==> src/hdl/b64c_pkg.sv <==
package b64c_pkg;

    localparam logic [1:0] ST_OK      = 2'd0;
    localparam logic [1:0] ST_BAD_SYM = 2'd1;
    localparam logic [1:0] ST_BAD_LEN = 2'd2;

    localparam logic DIR_ENCODE = 1'b0;
    localparam logic DIR_DECODE = 1'b1;

    localparam logic [7:0] PAD_CHAR = 8'h3d;

    // One unit of work for the back end: up to four output words.
    typedef struct packed {
        logic [3:0][7:0] data;     // data[0] goes out first
        logic [1:0]      last_idx; // index of the final word of this job
        logic            last;
        logic [1:0]      status;
    } t_job;

    function automatic logic [7:0] enc_symbol(input logic [5:0] v);
        logic [7:0] s;
        if (v < 6'd26) begin
            s = 8'h41 + {2'b00, v};
        end else if (v < 6'd52) begin
            s = 8'h61 + {2'b00, v} - 8'd26;
        end else if (v < 6'd62) begin
            s = 8'h30 + {2'b00, v} - 8'd52;
        end else if (v == 6'd62) begin
            s = 8'h2b;
        end else begin
            s = 8'h2f;
        end
        return s;
    endfunction

    // bit 6 set means not in the alphabet
    function automatic logic [6:0] dec_symbol(input logic [7:0] c);
        logic [6:0] v;
        if (c >= 8'h41 && c <= 8'h5a) begin
            v = 7'(c - 8'h41);
        end else if (c >= 8'h61 && c <= 8'h7a) begin
            v = 7'(c - 8'h61 + 8'd26);
        end else if (c >= 8'h30 && c <= 8'h39) begin
            v = 7'(c - 8'h30 + 8'd52);
        end else if (c == 8'h2b) begin
            v = 7'd62;
        end else if (c == 8'h2f) begin
            v = 7'd63;
        end else begin
            v = 7'd64;
        end
        return v;
    endfunction

endpackage

==> src/hdl/b64c_ifs.sv <==
interface b64c_in_if;
    logic       valid;
    logic       ready;
    logic [7:0] in_byte;
    logic       in_last;

    modport source (output valid, output in_byte, output in_last, input ready);
    modport sink   (input valid, input in_byte, input in_last, output ready);
endinterface

interface b64c_out_if;
    logic       valid;
    logic       ready;
    logic [7:0] out_byte;
    logic       out_last;
    logic [1:0] status;

    modport source (output valid, output out_byte, output out_last, output status,
                    input ready);
    modport sink   (input valid, input out_byte, input out_last, input status,
                    output ready);
endinterface

==> src/hdl/b64c_front.sv <==
module b64c_front (
    input  logic         i_clk,
    input  logic         i_rst_n,
    input  logic         i_cfg_we,
    input  logic         i_cfg_wdata,
    b64c_in_if.sink      i_in,
    input  logic         i_q_full,
    output logic         o_push,
    output b64c_pkg::t_job o_job
);
    import b64c_pkg::*;

    logic        r_dir;
    logic [1:0]  r_pos;
    logic [23:0] r_bits;
    logic [1:0]  r_pad;
    logic        r_err;

    logic [1:0]  n_pos;
    logic [23:0] n_bits;
    logic [1:0]  n_pad;
    logic        n_err;
    logic        n_push;
    t_job        n_job;

    logic        accept;
    logic [7:0]  c;
    logic [2:0]  enc_cnt;
    logic [23:0] enc_bits;
    logic [6:0]  v;

    assign i_in.ready = !i_q_full;
    assign accept     = i_in.valid && !i_q_full;
    assign c          = i_in.in_byte;
    assign v          = dec_symbol(c);

    always_comb begin
        n_pos    = r_pos;
        n_bits   = r_bits;
        n_pad    = r_pad;
        n_err    = r_err;
        n_push   = 1'b0;
        n_job    = '0;
        enc_bits = r_bits;
        enc_cnt  = 3'd0;
        if (r_dir == DIR_ENCODE) begin
            case (r_pos)
                2'd1:    enc_bits = r_bits | {8'h00, c, 8'h00};
                2'd2:    enc_bits = r_bits | {16'h0000, c};
                default: enc_bits = r_bits | {c, 16'h0000};
            endcase
            enc_cnt = (r_pos > 2'd2) ? 3'd1 : {1'b0, r_pos} + 3'd1;
            if (enc_cnt == 3'd3 || i_in.in_last) begin
                n_push          = 1'b1;
                n_job.data[0]   = enc_symbol(enc_bits[23:18]);
                n_job.data[1]   = enc_symbol(enc_bits[17:12]);
                n_job.data[2]   = (enc_cnt >= 3'd2) ? enc_symbol(enc_bits[11:6]) : PAD_CHAR;
                n_job.data[3]   = (enc_cnt == 3'd3) ? enc_symbol(enc_bits[5:0]) : PAD_CHAR;
                n_job.last_idx  = 2'd3;
                n_job.last      = i_in.in_last;
                n_job.status    = ST_OK;
                n_pos           = 2'd0;
                n_bits          = '0;
            end else begin
                n_pos  = enc_cnt[1:0];
                n_bits = enc_bits;
            end
        end else begin
            if (!r_err) begin
                if (c == PAD_CHAR) begin
                    if (r_pos == 2'd2 && r_pad == 2'd0) begin
                        n_pad = 2'd1;
                    end else if (r_pos == 2'd3 && r_pad <= 2'd1) begin
                        n_pad = r_pad + 2'd1;
                    end else begin
                        n_err = 1'b1;
                    end
                end else if (v[6] || r_pad != 2'd0) begin
                    n_err = 1'b1;
                end else begin
                    case (r_pos)
                        2'd0:    n_bits = r_bits | {v[5:0], 18'd0};
                        2'd1:    n_bits = r_bits | {6'd0, v[5:0], 12'd0};
                        2'd2:    n_bits = r_bits | {12'd0, v[5:0], 6'd0};
                        default: n_bits = r_bits | {18'd0, v[5:0]};
                    endcase
                end
                if (!n_err) begin
                    if (r_pos == 2'd3) begin
                        // group complete: 3, 2 or 1 bytes depending on padding
                        n_push         = 1'b1;
                        n_job.data[0]  = n_bits[23:16];
                        n_job.data[1]  = n_bits[15:8];
                        n_job.data[2]  = n_bits[7:0];
                        n_job.data[3]  = 8'h00;
                        n_job.last_idx = 2'd2 - n_pad;
                        n_job.status   = ST_OK;
                        n_pos          = 2'd0;
                        n_bits         = '0;
                    end else begin
                        n_pos = r_pos + 2'd1;
                    end
                end
            end
            if (i_in.in_last) begin
                if (n_err) begin
                    n_push       = 1'b1;
                    n_job        = '0;
                    n_job.last   = 1'b1;
                    n_job.status = ST_BAD_SYM;
                end else if (n_pos != 2'd0) begin
                    n_push       = 1'b1;
                    n_job        = '0;
                    n_job.last   = 1'b1;
                    n_job.status = ST_BAD_LEN;
                end else begin
                    n_job.last = n_push;
                end
            end
        end
        if (i_in.in_last) begin
            n_pos  = 2'd0;
            n_bits = '0;
            n_pad  = 2'd0;
            n_err  = 1'b0;
        end
    end

    assign o_push = accept && n_push;
    assign o_job  = n_job;

    always_ff @(posedge i_clk) begin
        if (!i_rst_n) begin
            r_dir  <= DIR_ENCODE;
            r_pos  <= 2'd0;
            r_bits <= '0;
            r_pad  <= 2'd0;
            r_err  <= 1'b0;
        end else if (i_cfg_we) begin
            // new direction starts a new message
            r_dir  <= i_cfg_wdata;
            r_pos  <= 2'd0;
            r_bits <= '0;
            r_pad  <= 2'd0;
            r_err  <= 1'b0;
        end else if (accept) begin
            r_pos  <= n_pos;
            r_bits <= n_bits;
            r_pad  <= n_pad;
            r_err  <= n_err;
        end
    end

endmodule

==> src/hdl/b64c_queue.sv <==
module b64c_queue #(
    parameter int DEPTH = 2
) (
    input  logic           i_clk,
    input  logic           i_rst_n,
    input  logic           i_push,
    input  b64c_pkg::t_job i_job,
    input  logic           i_pop,
    output logic           o_full,
    output logic           o_empty,
    output b64c_pkg::t_job o_head
);
    import b64c_pkg::*;

    localparam int PW = (DEPTH > 1) ? $clog2(DEPTH) : 1;
    localparam int CW = $clog2(DEPTH + 1);

    t_job            r_mem [DEPTH];
    logic [PW-1:0]   r_wr_ptr;
    logic [PW-1:0]   r_rd_ptr;
    logic [CW-1:0]   r_count;
    logic            do_push;
    logic            do_pop;

    assign o_full  = (r_count == CW'(DEPTH));
    assign o_empty = (r_count == '0);
    assign o_head  = r_mem[r_rd_ptr];
    assign do_push = i_push && !o_full;
    assign do_pop  = i_pop && !o_empty;

    always_ff @(posedge i_clk) begin
        if (do_push) begin
            r_mem[r_wr_ptr] <= i_job;
        end
    end

    always_ff @(posedge i_clk) begin
        if (!i_rst_n) begin
            r_wr_ptr <= '0;
            r_rd_ptr <= '0;
            r_count  <= '0;
        end else begin
            if (do_push) begin
                r_wr_ptr <= (r_wr_ptr == PW'(DEPTH - 1)) ? '0 : r_wr_ptr + 1'b1;
            end
            if (do_pop) begin
                r_rd_ptr <= (r_rd_ptr == PW'(DEPTH - 1)) ? '0 : r_rd_ptr + 1'b1;
            end
            case ({do_push, do_pop})
                2'b10:   r_count <= r_count + 1'b1;
                2'b01:   r_count <= r_count - 1'b1;
                default: r_count <= r_count;
            endcase
        end
    end

endmodule

==> src/hdl/b64c_back.sv <==
module b64c_back (
    input  logic           i_clk,
    input  logic           i_rst_n,
    input  logic           i_q_empty,
    input  b64c_pkg::t_job i_head,
    output logic           o_pop,
    b64c_out_if.source     o_out
);
    import b64c_pkg::*;

    logic [1:0] r_idx;
    logic       r_ovalid;
    logic [7:0] r_obyte;
    logic       r_olast;
    logic [1:0] r_ostatus;
    logic       load;
    logic       at_end;

    assign load   = !r_ovalid || o_out.ready;
    assign at_end = (r_idx == i_head.last_idx);
    assign o_pop  = load && !i_q_empty && at_end;

    assign o_out.valid    = r_ovalid;
    assign o_out.out_byte = r_obyte;
    assign o_out.out_last = r_olast;
    assign o_out.status   = r_ostatus;

    always_ff @(posedge i_clk) begin
        if (load && !i_q_empty) begin
            r_obyte   <= i_head.data[r_idx];
            r_olast   <= i_head.last && at_end;
            r_ostatus <= i_head.status;
        end
    end

    always_ff @(posedge i_clk) begin
        if (!i_rst_n) begin
            r_ovalid <= 1'b0;
            r_idx    <= 2'd0;
        end else if (load) begin
            r_ovalid <= !i_q_empty;
            if (!i_q_empty) begin
                r_idx <= at_end ? 2'd0 : r_idx + 2'd1;
            end
        end
    end

endmodule

==> src/hdl/base64_codec_unit.sv <==
// Streaming base64 codec, standard alphabet with '=' padding.
// i_in carries one word per item (in_byte, in_last); o_out carries result
// words (out_byte, out_last, status). Both use valid/ready; a word moves on
// a clock edge with both high. i_cfg_we/i_cfg_wdata write the direction
// (0 encode, 1 decode) and start a new message; write only while idle.
// Encode: every third byte, or a byte with in_last, yields four symbols.
// Decode: every fourth symbol yields one to three bytes; a bad symbol or a
// short final group yields a single word with status set and out_last high.
// Results are written to the job queue and then loaded into the output
// register, where the first result word turns valid.
// Throughput: the back end sends one word per cycle while the receiver is
// ready, so in encode the four symbols per group hold the input back, and
// decode takes one symbol per cycle; the input is taken at one word per cycle
// while the job queue has room. Reset (synchronous, active low) clears group
// state, the queue and the output valid flag; direction returns to encode.
// When the receiver stalls, the output register holds its word, the job
// queue fills, and i_in.ready drops once the queue is full.
module base64_codec_unit #(
    parameter int QUEUE_DEPTH = 2
) (
    input  logic        i_clk,
    input  logic        i_rst_n,
    input  logic        i_cfg_we,
    input  logic        i_cfg_wdata,
    b64c_in_if.sink     i_in,
    b64c_out_if.source  o_out
);
    import b64c_pkg::*;

    logic q_full;
    logic q_empty;
    logic q_push;
    logic q_pop;
    t_job front_job;
    t_job head_job;

    b64c_front u_front (
        .i_clk       (i_clk),
        .i_rst_n     (i_rst_n),
        .i_cfg_we    (i_cfg_we),
        .i_cfg_wdata (i_cfg_wdata),
        .i_in        (i_in),
        .i_q_full    (q_full),
        .o_push      (q_push),
        .o_job       (front_job)
    );

    b64c_queue #(
        .DEPTH (QUEUE_DEPTH)
    ) u_queue (
        .i_clk   (i_clk),
        .i_rst_n (i_rst_n),
        .i_push  (q_push),
        .i_job   (front_job),
        .i_pop   (q_pop),
        .o_full  (q_full),
        .o_empty (q_empty),
        .o_head  (head_job)
    );

    b64c_back u_back (
        .i_clk     (i_clk),
        .i_rst_n   (i_rst_n),
        .i_q_empty (q_empty),
        .i_head    (head_job),
        .o_pop     (q_pop),
        .o_out     (o_out)
    );

endmodule

==> src/flat_wrapper.sv <==
// flat-port wrapper written by rule: the top's interface ports become plain ports
module base64_codec_unit_flat import b64c_pkg::*;
#(
    parameter int QUEUE_DEPTH = 2
)
  (i_clk, i_rst_n, i_cfg_we, i_cfg_wdata, i_in_valid, i_in_in_byte, i_in_in_last, i_in_ready, o_out_valid, o_out_out_byte, o_out_out_last, o_out_status, o_out_ready);
  b64c_in_if i_in_i ();
  b64c_out_if o_out_i ();
  input  logic i_clk;
  input  logic i_rst_n;
  input  logic i_cfg_we;
  input  logic i_cfg_wdata;
  input wire logic [$bits(i_in_i.valid)-1:0] i_in_valid;
  input wire logic [$bits(i_in_i.in_byte)-1:0] i_in_in_byte;
  input wire logic [$bits(i_in_i.in_last)-1:0] i_in_in_last;
  output wire logic [$bits(i_in_i.ready)-1:0] i_in_ready;
  output wire logic [$bits(o_out_i.valid)-1:0] o_out_valid;
  output wire logic [$bits(o_out_i.out_byte)-1:0] o_out_out_byte;
  output wire logic [$bits(o_out_i.out_last)-1:0] o_out_out_last;
  output wire logic [$bits(o_out_i.status)-1:0] o_out_status;
  input wire logic [$bits(o_out_i.ready)-1:0] o_out_ready;
  assign i_in_i.valid = i_in_valid;
  assign i_in_i.in_byte = i_in_in_byte;
  assign i_in_i.in_last = i_in_in_last;
  assign i_in_ready = i_in_i.ready;
  assign o_out_valid = o_out_i.valid;
  assign o_out_out_byte = o_out_i.out_byte;
  assign o_out_out_last = o_out_i.out_last;
  assign o_out_status = o_out_i.status;
  assign o_out_i.ready = o_out_ready;
  base64_codec_unit #(.QUEUE_DEPTH(QUEUE_DEPTH)) u_core (.i_clk(i_clk), .i_rst_n(i_rst_n), .i_cfg_we(i_cfg_we), .i_cfg_wdata(i_cfg_wdata), .i_in(i_in_i), .o_out(o_out_i));
endmodule
==> config.mk <==
export PLATFORM = sky130hd
export DESIGN_NAME = base64_codec_unit_flat
export DESIGN_NICKNAME = d
export VERILOG_FILES = /design/src/hdl/b64c_pkg.sv /design/src/hdl/b64c_ifs.sv /design/src/hdl/b64c_front.sv /design/src/hdl/b64c_queue.sv /design/src/hdl/b64c_back.sv /design/src/hdl/base64_codec_unit.sv /design/src/flat_wrapper.sv
export SDC_FILE = /design/constraint.sdc
export NUM_CORES = 1
export LEC_CHECK = 0
export BUFFER_PORTS_ARGS = -buffer_cell sky130_fd_sc_hd__buf_4
export CORE_UTILIZATION = 63
export CTS_CLUSTER_DIAMETER = 150
export DETAILED_ROUTE_END_ITERATION = 10
export MAX_ROUTING_LAYER = met4
export PLACE_DENSITY = 0.84
export SLEW_MARGIN = 20
export SYNTH_ARGS = -nofsm -noshare
export SYNTH_HDL_FRONTEND = slang
export SYNTH_SLANG_ARGS = --single-unit
==> constraint.sdc <==
create_clock -name i_clk -period 5.7 [get_ports i_clk]
set_clock_uncertainty 0.1 [all_clocks]
set_input_delay 0.855 -clock i_clk [delete_from_list [all_inputs] [get_ports i_clk]]
set_output_delay 0.855 -clock i_clk [all_outputs]
set_load 0.02 [all_outputs]
# After elaboration in Yosys (flattened, before gate mapping)
# Memory sizes are Yosys's and may differ from the RTL's. A register that Yosys moved wholly into a read port is not among the register bits.
# Cells that the tools add are included.
[totals]
register_bits = 48
ramBits = 74
inputBits = 15
output_inout_bits = 13
word_cells = 213
n_memories = 1
[classes]
add_sub_neg = 34
order_cmp = 22
n_eq_ne = 17
muxes = 87
n_bitwise = 9
reduce_logical = 30
[mem_list]
columns = ["name", "depth", "width", "rd", "rd_ports_with_merged_regs", "write_ports", "line", "text"]
rows = [
  ["u_core.u_queue.r_mem", 2, 37, 1, 1, 1, "b64c_queue.sv:18", "t_job r_mem [DEPTH];"],
]
[ops]
columns = ["cell", "count"]
rows = [
  ["two-way mux 24 bit", 9],
  ["two-way mux 37 bit", 4],
  ["two-way mux 8 bit", 15],
  ["two-way mux 26 bit", 3],
  ["case mux 24 bit (3 select lines)", 1],
  ["adder 7 x 6 -> 8 bit, first input constant", 8],
  ["< comparator 6 bit, second input constant", 8],
  ["bitwise OR 24 bit", 2],
  ["case mux 24 bit (2 select lines)", 1],
  ["two-way mux 7 bit", 5],
  ["two-way mux 2 bit", 17],
  ["two-way mux 34 bit", 1],
  ["subtractor 7 x 6 -> 8 bit, second input constant", 4],
  ["subtractor 8 x 5 -> 8 bit, second input constant", 4],
  ["adder 6 x 6 -> 7 bit, first input constant", 4],
  ["equality test 6 bit, second input constant", 4],
  ["equality test 8 x 6 -> 1 bit, second input constant", 3],
  ["< comparator 6 x 5 -> 1 bit, second input constant", 4],
  ["two-way mux 1 bit", 24],
  ["bitwise OR 24 x 12 -> 24 bit", 1],
  ["bitwise OR 24 x 16 -> 24 bit", 1],
  ["bitwise OR 24 x 18 -> 24 bit", 1],
  ["bitwise OR 24 x 6 -> 24 bit", 1],
  ["bitwise OR 24 x 8 -> 24 bit", 1],
  ["35 further kinds", 73],
]

# Depth between registers and ports, before layout
# Gate-level depths: netlist of the first run.
[logic_depth]
ltp_word = 23
mapped_depth = 17
depth_no_buf = 13

# Cells and area by module
# From an unflattened synthesis of the first run, not the netlist that was laid out.
[hier_totals]
hier_cells = 840
area_unflattened_um2 = 8244.2
[modules_own_cells]
columns = ["mod", "instances", "cells_each", "area_per_inst_um2", "seq_area_each_um2"]
rows = [
  ["b64c_front", 1, 656, 4614.4, 600.6],
  ["b64c_queue", 1, 141, 2895.3, 2322.2],
  ["b64c_back", 1, 43, 734.5, 390.4],
]

# Least setup slack after synthesis of the first run
# No wires, ideal clock.
[synth_timing]
path_type = "input-to-reg"
from = "in i_in_in_byte[1]"
to = "mem u_core.u_queue.r_mem[0][0] (netlist bit) (enable)"
setup_ns = 0.431
arrival_ns = 4.122
t_required_ns = 5.169
slack_ns = 1.046
cell_stages = 10
n_path_buf = 1
path_cell_list = "buf_4 > inv_1 > ha_1 > and4bb_2 > mux2_4 > o32ai_2 > a32oi_4 > o22ai_1 > a31oi_2 > nor2_1"
[synth_between]
elab_chain_cells = 23
word_cells_on_any_way = 43
classes_between = "5 x add/sub; 6 x order compare; 3 x eq/ne; 22 x mux; 7 x reduce/logical"
[synth_rtl]
columns = ["element", "line", "text"]
rows = [
  ["start: declaration", "flat_wrapper.sv:14", "input wire logic [$bits(i_in_i.in_byte)-1:0] i_in_in_byte;"],
  ["branches (longest 8 deep; another with subtractor 7 x 6 -> 7 bit)", "n/a", ""],
  ["two-way mux 1 bit *", "b64c_front.sv:70", "if (c == PAD_CHAR) begin"],
  ["two-way mux 1 bit *", "b64c_front.sv:69", "if (!r_err) begin"],
  ["two-way mux 1 bit *", "b64c_front.sv:46", "if (r_dir == DIR_ENCODE) begin"],
  ["two-way mux 2 bit", "b64c_front.sv:88", "if (!n_err) begin"],
  ["two-way mux 2 bit", "b64c_front.sv:69", ""],
  ["two-way mux 2 bit", "b64c_front.sv:46", ""],
  ["nonzero test 2 bit", "b64c_front.sv:111", "end else if (n_pos != 2'd0) begin"],
  ["two-way mux 1 bit", "b64c_front.sv:111", ""],
  ["two-way mux 1 bit", "b64c_front.sv:106", "if (n_err) begin"],
  ["two-way mux 1 bit *", "b64c_front.sv:105", "if (i_in.in_last) begin"],
  ["two-way mux 1 bit *", "b64c_front.sv:46", ""],
  ["logical AND 1 bit *", "b64c_front.sv:129", "assign o_push = accept && n_push;"],
  ["logical AND 1 bit *", "b64c_queue.sv:28", "assign do_push = i_push && !o_full;"],
  ["two-way mux 1 bit *", "b64c_queue.sv:32", "if (do_push) begin"],
  ["two-way mux 1 bit (implied by the code) *", "b64c_queue.sv:33", "r_mem[r_wr_ptr] <= i_job;"],
  ["end: declaration", "b64c_queue.sv:18", ""],
]
# Mark *: on every way between the ends. The select of a mux whose other input is x is not followed.

==> results of run 1 <==
metal layers:
| metal | vias to the layer above | wire length [microns] |
|---|---|---|
| met5 | - | 0 |
| li1 | 3247 | - |
| met4 | 0 | 1105 |
| met2 | 623 | 12050 |
| met3 | 109 | 2931 |
| met1 | 3575 | 9711 |
cell type report:
class | instances | area, sq um | area share
clock inverter | 13 | 190.2 | 0.02067
sequential | 123 | 3313 | 0.3602
inverter | 42 | 157.7 | 0.01714
timing repair buffer | 38 | 285.3 | 0.03101
tap | 172 | 215.2 | 0.02339
clock buffer | 19 | 442.9 | 0.04815
multi-input combinational | 619 | 4594 | 0.4995
cells in the final DEF (no fill, tap or decap), drive strengths merged, types with 30 or more instances in the layout:
cell type,count
nor2,63
nand2,58
dfxtp,38
inv,44
a22oi,30
buf,38
edfxtp,85
a21oi,44
o21ai,48
ha,37
flip-flops by register name, indices dropped and copies added, names as in the netlist, 2 cells and up, named ones only:
register,cells
u_core.u_queue.r_count,2
u_core.u_front.r_pad,2
u_core.u_front.r_pos,2
u_core.u_back.o_out.out_byte,8
u_core.u_front.r_bits,24
u_core.u_back.o_out.status,2
u_core.u_back.r_idx,2
u_core.u_queue.r_mem,74
critical path: stages (launching register included):
cell and delay (ns):
dfxtp_1 0.48, inv_1 0.17, ha_1 0.87, or3b_1 0.63
o21ai_1 0.54, inv_1 0.18, ha_1 0.26, inv_1 0.10
a21oi_1 0.14, o21ai_1 0.41, nor2_1 0.09, a211oi_1 0.25
o22ai_1 0.17
how the worst max path moves through the flow:
stage	from	end	depth (start not counted)	slack [ns]
2_1_floorplan	i_in_in_byte[1]	u_core.u_queue.r_mem[0][0]	10	1.05
3_3_place_gp	u_core.u_front.r_pos[0]	u_core.u_queue.r_mem[0][25]	11	1.38
3_5_place_dp	u_core.u_front.r_pos[0]	u_core.u_queue.r_mem[0][23]	11	1.27
4_1_cts	u_core.u_front.r_pos[0]	u_core.u_queue.r_mem[0][6]	12	1.22
5_1_grt	u_core.u_front.r_pos[0]	u_core.u_queue.r_mem[1][25]	11	0.82
6_report	u_core.u_front.r_pos[0]	u_core.u_queue.r_mem[0][6]	12	1.00
report_power, final:
group	internal (uW)	total (uW)	switching, uW	leakage, uW
Clock	748	1170	418	0.000308
Sequential	1050	1100	54.2	0.00110
Combinational	218	562	345	0.00180
Total	2020	2830	817	0.00321
logic make-up after synthesis:
| group | Yosys count | synth area share |
|---|---|---|
| xor+xnor | 14 | 0.01477 |
| compound gates | 283 | 0.2487 |
| flops | 123 | 0.3992 |
| buf+inv | 94 | 0.05065 |
| simple gates | 242 | 0.1524 |
| fa+ha+maj | 37 | 0.05577 |
| mux | 43 | 0.07853 |
through the flow:
step / hold slack (ns) / instance area [sq um]
global route: 0.4164 / 9199
detailed placement: 0.3857 / 8563
finish: 0.3957 / 9199
CTS: 0.3970 / 9196
global placement: 0.3760 / 8563
floorplan: 0.3514 / 8300
==> results.cfg, run 1 <==
[floorplan]
start_util = 0.6524
die_h_microns = 116.8
die_w_microns = 116.8
num_rows = 41
io_pins = 28
design.core.area_sq_um = 12720
die-area_sq_um = 13640

[place]
port_buffers = 27
dp_cells = 994
globalplace.congestion = 1.021
dp_hpwl_microns = 17310
pre_cts_slack_ns = 1.267

[hold_path]
min_path_type = flip-flop to flip-flop
worst_hold_path.num_cells = 2
min_to = u_core.u_queue.r_wr_ptr
worstHoldStart = u_core.u_queue.r_wr_ptr

[layout]
n_antenna_cell = 0
instances_no_fill = 1026
drive_gt1_frac = 0.1674
post-route-util = 0.7231
nets = 893
syn_to_final_growth_pct = 10.82
num-fill-cells = 850

[synth]
syn_area_per_cell_sq_um = 9.929
synthCells = 836
synth_most_common_cell = edfxtp_1
synth_warnings = 0
synth-seq-cells = 123
synth_top_area_frac = 0.3075
yosys.cell_types.count = 94
synth_commonest_cells = edfxtp_1 (85), nor2_1 (62), nand2_1 (58)
synth_area_sq_um = 8300
ys_top_cells_by_area = edfxtp_1 (31%), dfxtp_1 (9.2%), ha_1 (5.6%)
synth_edf_count = 85
seq_area_frac_synth = 0.3992
synthArstFlopShare = 0
synth_nets = 888
synthFlopType = edfxtp_1
synth_top_area_cell = edfxtp_1

[global_route]
use_met3 = 0.07467
globalRouteTotalUtil = 0.3994
overflow = 0
grt_max_degree = 38
antenna_found_initial = 0
grt_first_pass_wirelength_microns = 39030
grt_use_met2 = 0.6181
grt_pass1_vias = 6845
grt.met1_usage = 0.5157
busiest_layer = met2

[detailed_routing]
drt.antenna.violating_nets = 0
drt_iter0_drc = 1146
viasPerCell = 7.363
wl_per_cell_microns = 25.14
vias = 7554
drc = 0
wl_microns = 25800
dr.pass1.iters = 7

[power_and_ir_drop]
power_density_nw_per_um2 = 307.9
p_total_uw = 2833
ir_drop_mv = 0.2275
leakagePower_uw = 0.003214

[critical_path]
path_max_fanout = 24
reg2reg_to = u_core.u_queue.r_mem[0][6]
startpoint_type = flip-flop
worstPathArrival_ns = 4.71
r2r_setup_slack_ns = 1.00
endpoint_kind = flip-flop
r2r_start = u_core.u_front.r_pos[0]
r2r_cells = 12
crit_type = flip-flop to flip-flop
worst_ep_required_time_ns = 5.72

[timing]
min_period_ns = 4.697
setup_viol = 0
fin_crit_sh = 0.8240
max_slew_margin = 0.2565
fmax_mhz = 212.9
fin_setup_tns_ns = 0
rsz0062_at_grt = false
hold_viol_final = 0
worst_pin_slew_ns = 1.115
layout_setup_ws_ns = 1.003
slew_viol_final = 0

[cts]
clk_pin_slew_ns = 0.06
hold_buffers = 0
cts_buffers = 17
cts_tree = built
clockRootBuffer = clkbuf_16
clock_latency_ns = 0.41
clock_path_buffers = 2
cts_resized = 0
post-cts-setup-buffers = 0
cts.sinks = 123
h-tree-depth = 4

[flow_run]
cap_violations = 0

[status]
outcome = completed
(Power assumes the default switching activity.)
==> inputs of run 2 (changes only) <==
==> constraint.sdc (replaced) <==
create_clock -name i_clk -period 4.47 [get_ports i_clk]
set_clock_uncertainty 0.1 [all_clocks]
set_input_delay 0.6705 -clock i_clk [delete_from_list [all_inputs] [get_ports i_clk]]
set_output_delay 0.6705 -clock i_clk [all_outputs]
set_load 0.02 [all_outputs]
==> results.cfg, run 2 (synthesis results as in run 1) <==
[status]
outcome = completed

[cts]
hold_buffers = 0
h-tree-depth = 4
cts_tree = built
clockRootBuffer = clkbuf_16
post-cts-setup-buffers = 0
cts_buffers = 17
cts_resized = 0
clock_latency_ns = 0.42
clk_pin_slew_ns = 0.06
clock_path_buffers = 2
cts.sinks = 123

[detailed_routing]
dr.pass1.iters = 10
vias = 7692
wl_per_cell_microns = 25.11
drc = 0
viasPerCell = 7.432
drt_iter0_drc = 1128
drt.antenna.violating_nets = 0
wl_microns = 25990

[floorplan]
num_rows = 41
start_util = 0.6524
die_h_microns = 116.8
design.core.area_sq_um = 12720
io_pins = 28
die-area_sq_um = 13640
die_w_microns = 116.8

[global_route]
globalRouteTotalUtil = 0.4097
use_met3 = 0.09423
busiest_layer = met2
antenna_found_initial = 0
overflow = 0
grt_use_met2 = 0.6051
grt_pass1_vias = 6988
grt_max_degree = 38
grt_first_pass_wirelength_microns = 40110
grt.met1_usage = 0.5281

[power_and_ir_drop]
ir_drop_mv = 0.2912
leakagePower_uw = 0.003214
p_total_uw = 3448
power_density_nw_per_um2 = 375.6

[timing]
rsz0062_at_grt = false
worst_pin_slew_ns = 1.079
fin_crit_sh = 0.9537
fmax_mhz = 234.6
min_period_ns = 4.263
slew_viol_final = 0
max_slew_margin = 0.2805
setup_viol = 0
hold_viol_final = 0
fin_setup_tns_ns = 0

[hold_path]
min_path_type = flip-flop to flip-flop

[layout]
final_common_cell = edfxtp_1
num-fill-cells = 883
syn_to_final_growth_pct = 10.61
nets = 902
largest_reg_flops = 74
largest-register = u_core.u_queue.r_mem
multi_input_area_sq_um = 4589
n_antenna_cell = 0
ff_latch_area_sq_um = 3313
layout.cells.most_common_list = edfxtp_1 (85), nor2_1 (59), nand2_1 (58), buf_4 (47), a21oi_1 (43)
drive_gt1_frac = 0.1738

[place]
port_buffers = 27
dp_hpwl_microns = 17350
globalplace.congestion = 1.056

[critical_path]
endpoint = u_core.u_queue.r_mem[0][31]
crit_type = flip-flop to flip-flop
path_max_fanout = 18
reg2reg_to = u_core.u_queue.r_mem[0][31]
r2r_start = u_core.u_front.r_pos[0]
critPathLaunch = u_core.u_front.r_pos[0]
worstPathArrival_ns = 4.33
worst_ep_required_time_ns = 4.54
r2r_cells = 12
r2r_setup_slack_ns = 0.21
startpoint_type = flip-flop
endpoint_kind = flip-flop

[flow_run]
cap_violations = 0
-- run 2: through the flow --
| stage | instances | setup WS (ns) | hold WS (ns) | utilization | area [sq um] |
|---|---|---|---|---|---|
| floorplan | 836 | 0.0008433 | 0.3514 | - | 8300 |
| global placement | 1003 | 0.5896 | 0.3699 | 0.6780 | 8626 |
| detailed placement | 1003 | 0.4267 | 0.3803 | 0.6780 | 8626 |
| CTS | 1035 | 0.3366 | 0.3934 | 0.7215 | 9179 |
| global route | 1035 | 0.01342 | 0.4110 | 0.7217 | 9181 |
| finish | 1035 | 0.2070 | 0.3979 | 0.7217 | 9181 |
-- run 2: routing by layer --
metal,routed length [microns],up-vias
met2,11590,700
met4,1349,0
met3,3493,140
met5,0,-
met1,9558,3596
li1,-,3256
-- run 2: power by group --
group          switching (uW)  total, uW  internal [uW]
Combinational             436        720            283
Clock                     552       1320            765
Sequential               72.7       1410           1340
-- run 2: worst min path at each step --
stage	startpoint	to	slack, ns	cells past startpoint
finish	u_core.u_front.r_bits[5]	u_core.u_front.r_bits[5]	0.40	1
global route	u_core.u_front.r_bits[3]	u_core.u_front.r_bits[3]	0.41	1
CTS	u_core.u_front.r_bits[5]	u_core.u_front.r_bits[5]	0.39	1
detailed placement	u_core.u_front.r_bits[5]	u_core.u_front.r_bits[5]	0.38	1
global placement	u_core.u_queue.r_wr_ptr	u_core.u_queue.r_wr_ptr	0.37	2
floorplan	u_core.u_queue.r_wr_ptr	u_core.u_queue.r_wr_ptr	0.35	2
-- run 2: worst max-delay path: stages, from the launching register on --
cell and delay [ns]:
dfxtp_1 0.46, inv_1 0.16, ha_1 0.66, or3b_1 0.42, buf_4 0.21, o21a_1 0.21
inv_1 0.20, ha_1 0.20, a21oi_1 0.10, o21ai_2 0.39, nor2_1 0.15, a311o_1 0.30
a311oi_1 0.45
-- run 2: final cells by class --
type / count / share of cell area
clock inverters: 14 / 0.01349
inverters: 42 / 0.01717
flip-flops and latches: 123 / 0.3609
clock buffers: 18 / 0.04674
multi-input cells: 619 / 0.4999
well taps: 172 / 0.02344
repair buffers: 47 / 0.03843
